[config.mk]
export PLATFORM = sky130hd
export DESIGN_NAME = rqr_ctrl
export DESIGN_NICKNAME = d
export VERILOG_FILES = /design/src/hdl/rqr_pkg.sv /design/src/hdl/rqr_ctrl.sv
export SDC_FILE = /design/constraint.sdc
export NUM_CORES = 1
export LEC_CHECK = 0
export ABC_AREA = 1
export BUFFER_PORTS_ARGS = -buffer_cell sky130_fd_sc_hd__clkbuf_2
export CAP_MARGIN = 20
export CORE_AREA = 2 2 39 41
export CTS_CLUSTER_SIZE = 20
export DETAILED_ROUTE_END_ITERATION = 10
export DIE_AREA = 0 0 41 43
export SYNTH_ARGS = -nofsm -noshare
export SYNTH_HDL_FRONTEND = slang
export SYNTH_SLANG_ARGS = --single-unit
[constraint.sdc]
create_clock -name clk -period 1.2 [get_ports clk]
set_input_delay 0.06 -clock clk [delete_from_list [all_inputs] [get_ports clk]]
set_output_delay 0.06 -clock clk [all_outputs]
set_load 0.02 [all_outputs]
[src/hdl/rqr_pkg.sv]
`default_nettype none
// ----------------------------------------------------------------------------
// Request queue package
// Shared sizes, operation and status codes, and the command and status
// bundles that pass between the controller and the datapath.
// ----------------------------------------------------------------------------
package rqr_pkg;

  localparam int DEPTH   = 64;
  localparam int ADDR_W  = $clog2(DEPTH);
  localparam int CNT_W   = $clog2(DEPTH + 1);
  localparam int CAP_W   = 7;
  localparam int CMP_W   = (CNT_W > CAP_W) ? CNT_W : CAP_W;
  localparam int POS_W   = 6;
  localparam int VAL_W   = 32;
  localparam int STAMP_W = 64;
  localparam int ENTRY_W = VAL_W + STAMP_W;

  localparam logic [CAP_W-1:0] CAP_RESET = CAP_W'(64);
  localparam logic [CMP_W-1:0] DEPTH_CMP = CMP_W'(DEPTH);

  localparam logic [1:0] ACT_PUSH   = 2'd0;
  localparam logic [1:0] ACT_POP    = 2'd1;
  localparam logic [1:0] ACT_POP_AT = 2'd2;
  localparam logic [1:0] ACT_DELETE = 2'd3;

  localparam logic [1:0] ST_DONE = 2'd0;
  localparam logic [1:0] ST_MISS = 2'd1;
  localparam logic [1:0] ST_FULL = 2'd2;

  typedef struct packed {
    logic       latch;
    logic       push;
    logic       idx_zero;
    logic       idx_pos;
    logic       idx_inc;
    logic       capture;
    logic       shift_wr;
    logic       occ_dec;
    logic       set_status;
    logic [1:0] status_code;
    logic       load_out;
  } rqr_cmd_t;

  typedef struct packed {
    logic [1:0] action;
    logic       full;
    logic       empty;
    logic       pos_miss;
    logic       match;
    logic       last;
    logic       shift_end;
  } rqr_stat_t;

endpackage
`default_nettype wire

[src/hdl/rqr_ctrl.sv]
`default_nettype none
// ----------------------------------------------------------------------------
// Request queue controller
// Sequences one request at a time: decode, entry read, linear search,
// gap-closing shift and result hand-off.
// ----------------------------------------------------------------------------
module rqr_ctrl
  import rqr_pkg::*;
(
  input  wire logic      clk,
  input  wire logic      rst_n,
  input  wire logic      in_valid,
  output logic           in_ready,
  output logic           out_valid,
  input  wire logic      out_ready,
  input  wire rqr_stat_t stat,
  output rqr_cmd_t       cmd
);

  localparam logic [2:0] S_IDLE   = 3'd0;
  localparam logic [2:0] S_DECODE = 3'd1;
  localparam logic [2:0] S_TAKE   = 3'd2;
  localparam logic [2:0] S_SRCH   = 3'd3;
  localparam logic [2:0] S_SHIFT  = 3'd4;
  localparam logic [2:0] S_RESP   = 3'd5;

  logic [2:0] state_r, state_nxt;
  logic       out_valid_r, out_valid_nxt;

  assign in_ready  = (state_r == S_IDLE);
  assign out_valid = out_valid_r;

  always_comb begin
    cmd       = '0;
    state_nxt = state_r;
    unique case (state_r)
      S_IDLE: begin
        if (in_valid) begin
          cmd.latch = 1'b1;
          state_nxt = S_DECODE;
        end
      end
      S_DECODE: begin
        unique case (stat.action)
          ACT_PUSH: begin
            cmd.set_status = 1'b1;
            if (stat.full) begin
              cmd.status_code = ST_FULL;
            end else begin
              cmd.push        = 1'b1;
              cmd.status_code = ST_DONE;
            end
            state_nxt = S_RESP;
          end
          ACT_POP: begin
            if (stat.empty) begin
              cmd.set_status  = 1'b1;
              cmd.status_code = ST_MISS;
              state_nxt       = S_RESP;
            end else begin
              cmd.idx_zero = 1'b1;
              state_nxt    = S_TAKE;
            end
          end
          ACT_POP_AT: begin
            if (stat.pos_miss) begin
              cmd.set_status  = 1'b1;
              cmd.status_code = ST_MISS;
              state_nxt       = S_RESP;
            end else begin
              cmd.idx_pos = 1'b1;
              state_nxt   = S_TAKE;
            end
          end
          ACT_DELETE: begin
            if (stat.empty) begin
              cmd.set_status  = 1'b1;
              cmd.status_code = ST_MISS;
              state_nxt       = S_RESP;
            end else begin
              cmd.idx_zero = 1'b1;
              state_nxt    = S_SRCH;
            end
          end
          default: begin
            state_nxt = S_RESP;
          end
        endcase
      end
      S_TAKE: begin
        cmd.capture = 1'b1;
        cmd.idx_inc = 1'b1;
        state_nxt   = S_SHIFT;
      end
      S_SRCH: begin
        priority if (stat.match) begin
          cmd.capture = 1'b1;
          cmd.idx_inc = 1'b1;
          state_nxt   = S_SHIFT;
        end else if (stat.last) begin
          cmd.set_status  = 1'b1;
          cmd.status_code = ST_MISS;
          state_nxt       = S_RESP;
        end else begin
          cmd.idx_inc = 1'b1;
        end
      end
      S_SHIFT: begin
        if (stat.shift_end) begin
          cmd.occ_dec     = 1'b1;
          cmd.set_status  = 1'b1;
          cmd.status_code = ST_DONE;
          state_nxt       = S_RESP;
        end else begin
          cmd.shift_wr = 1'b1;
          cmd.idx_inc  = 1'b1;
        end
      end
      S_RESP: begin
        if (!out_valid_r || out_ready) begin
          cmd.load_out = 1'b1;
          state_nxt    = S_IDLE;
        end
      end
      default: begin
        state_nxt = S_IDLE;
      end
    endcase
  end

  always_comb begin
    priority if (cmd.load_out) begin
      out_valid_nxt = 1'b1;
    end else if (out_ready) begin
      out_valid_nxt = 1'b0;
    end else begin
      out_valid_nxt = out_valid_r;
    end
  end

  always_ff @(posedge clk) begin
    if (!rst_n) begin
      state_r     <= S_IDLE;
      out_valid_r <= 1'b0;
    end else begin
      state_r     <= state_nxt;
      out_valid_r <= out_valid_nxt;
    end
  end

endmodule
`default_nettype wire

==> flow_summary_export.csv <==
group,metric,value,unit
floorplanning,coreArea,1380,sq um
timing,setup_viol,8,
yosys,synthTopCellsByCount,"19 x nand2_1, 18 x inv_1, 18 x nor2_1",
cells_and_area,fin_nets,135,
timing,fin_crit_sh,116,%
drt,wire_per_inst,9.33,um
drt,dr.pass1.iters,4,
worst_setup_path,critical_path.max_fanout,5,
clock_network,clock_path_buffers,2,
placement,place_area,618,sq um
cells_and_area,seq_area,91.3,sq um
timing,max_slew.worst_pin.slew,0.307,ns
cells_and_area,num-fill-cells,149,
yosys,avgSynthCellArea,5.34,sq um
timing,relSlewSlack,79.5,%
power,ir_worst_vdd,0.429,mV
cells_and_area,final_area,825,sq um
cells_and_area,drive_gt1_share,54.5,%
floorplanning,dieArea,1760,sq um
timing,setup_tns,-1.09,ns
yosys,synth_ff_type,"dfxtp_1",
global_route,track_usage,18.1,%
drt,wl,1.28,mm
outcome,violations,"negative setup slack",
worst_setup_path,crit_path_end_kind,"output port",
timing,rsz0062_at_grt,"true",
drt,met1Wirelength,512,um
worst_setup_path,crit_arrival,1.33,ns
floorplanning,fp-row-count,14,
timing,maxSlewViolCount,0,
yosys,synth_top_area_share,17.6,%
worst_setup_path,required,1.14,ns
clock_network,htree_levels,1,
floorplanning,fp.dieW,41,um
job,drv_cap,0,
timing,layout_min_cycle_time,1.39,ns
timing,final_hold_viol_count,0,
global_route,grt_overflow,0,
clock_network,clk_pin_slew_worst_paths,0.03,ns
worst_setup_path,worstSetupPathType,"flop to output port",
clock_network,numClockSinks,4,
yosys,yosysTopAreaCell,"dfxtp_1",
yosys,yosysWarnings,0,
yosys,synth_nets,97,
worst_setup_path,critPathLaunchType,"flop",
drt,top_layer,"met3",
global_route,antenna_found_initial,0,
clock_network,cts_buffers,3,
drt,wl_met2,699,um
yosys,syn_area,454,sq um
drt,drtIter0Drc,9,
yosys,yosysUniqueCellTypes,17,
timing,finClkSkew,0.000334,ns
outcome,status,"complete, but fails checks",
timing,worst_slack,-0.187,ns
timing,holdWs,0.0259,ns
cells_and_area,multiInputGateArea,350,sq um
yosys,postSynthCellCount,85,
yosys,synthArstFlopShare,0,%
global_route,grt_pass1_wl,2.24,mm
yosys,synth_edf_count,0,
hold_path,hold_path.class,"input port to flop",
cells_and_area,diodes,0,
yosys,yosysMostFrequentCell,"nand2_1",
drt,viasPerCell,4.61,
placement,pre_cts_slack,-0.0262,ns
yosys,ys_seq_area_share,17.6,%
yosys,synthTopCellsByArea,"dfxtp_1 18%, nand2_1 16%, inv_1 15%, nor2_1 15%, nand3_1 9.9%",
placement,place.gp.congestion,0.721,
placement,portBuffers,25,
placement,place_hpwl,953,um
floorplanning,die_h,43,um
global_route,grt_max_degree,7,
floorplanning,io_pins,26,
cells_and_area,utilization,59.6,%
clock_network,cts-root-buf,"clkbuf_4",
timing,clock.fmax,721,MHz
drt,wl_met3,66,um
floorplanning,initial_core_util,32.8,%
clock_network,cts_tree,"built",
global_route,grt_pass1_vias,590,
power,leakage,0.000453,uW
drt,vias,631,
cells_and_area,syn_to_final_growth,81.5,%
drt,route.detailed.drc,0,
power,power_density,1130,nW/um^2
clock_network,clock_latency,0.22,ns
drt,detail-route-antenna-nets,0,
clock_network,postCtsHoldBufs,0,
yosys,ys_ff_latch,4,
-- final cells by class --
cell class              count  area share [%]
flip-flops and latches      4            11.1
repair buffers             35            32.3
multi-input cells          60            42.5
clock buffers               3            2.73
inverters                  19            8.95
well taps                  16            2.43
-- flip-flops by register name (all words and copies together) (netlist names) --
name	flops
state_r	3
out_valid	1
-- final timing paths --
kind | start | end | slack (ns) | depth (start not counted)
max reg2reg | state_r[0]$_SDFFE_PN0P_ | state_r[2]$_SDFFE_PN0P_ | -0.01 | 7
min reg2reg | out_valid$_SDFFE_PN0P_ | out_valid$_SDFFE_PN0P_ | 0.51 | 2
max | state_r[0]$_SDFFE_PN0P_ | cmd[10] | -0.19 | 5
min | rst_n | state_r[1]$_SDFFE_PN0P_ | 0.03 | 3
-- logic make-up after synthesis --
kind of cell | share of synthesized area [%]
compound gates | 7.99
buf+inv | 20.4
flops | 17.6
simple gates | 54.0
-- report_power, final --
group,switching [uW],leakage (uW),total (uW),internal [uW]
Sequential,32.8,0.0000348,189,157
Combinational,308,0.000404,590,282
Clock,43.6,0.0000138,155,111
Total,384,0.000453,934,549
-- layer usage --
metal	vias to the layer above	GRT usage (%)
li1	335	-
met1	277	21.2
met2	19	30.9
met3	0	3.14
met4	0	6.00
met5	-	0
-- layout by cell type (no fill, tap or decap) --
master and n:
nand2_1 16, inv_1 14, nor2_1 13, buf_4 13
clkbuf_2 12, buf_6 8, nand3_1 7, nor2_2 5
inv_2 4, nand3_2 3, nand2_2 3, clkbuf_4 3
dfxtp_4 3, nor2_4 2, nor3_4 2, nor3_2 2
a21oi_2 2, a21oi_1 2, inv_4 1, nand3b_1 1
o211ai_1 1, o21ai_2 1, dfxtp_1 1, clkbuf_8 1
buf_2 1
-- timing repair --
action | CTS | global route
endpoints found under the setup margin | 13 | 16
gates resized for setup | 30 | 30
buffers inserted | 5 | 2
pin swaps | 7 | 9
-- stage by stage --
stage          instances  total power [uW]
2_1_floorplan         85               458
3_3_place_gp         128               577
3_5_place_dp         128               577
4_1_cts              136               865
5_1_grt              137              1010
6_report             137               934
-- worst max-delay path: stages (launching register included) --
cell	delay (ns)
dfxtp_4	0.37
inv_4	0.04
nor3_4	0.31
nand3_2	0.12
nor2_1	0.11
buf_4	0.15
(Power assumes the default switching activity.)
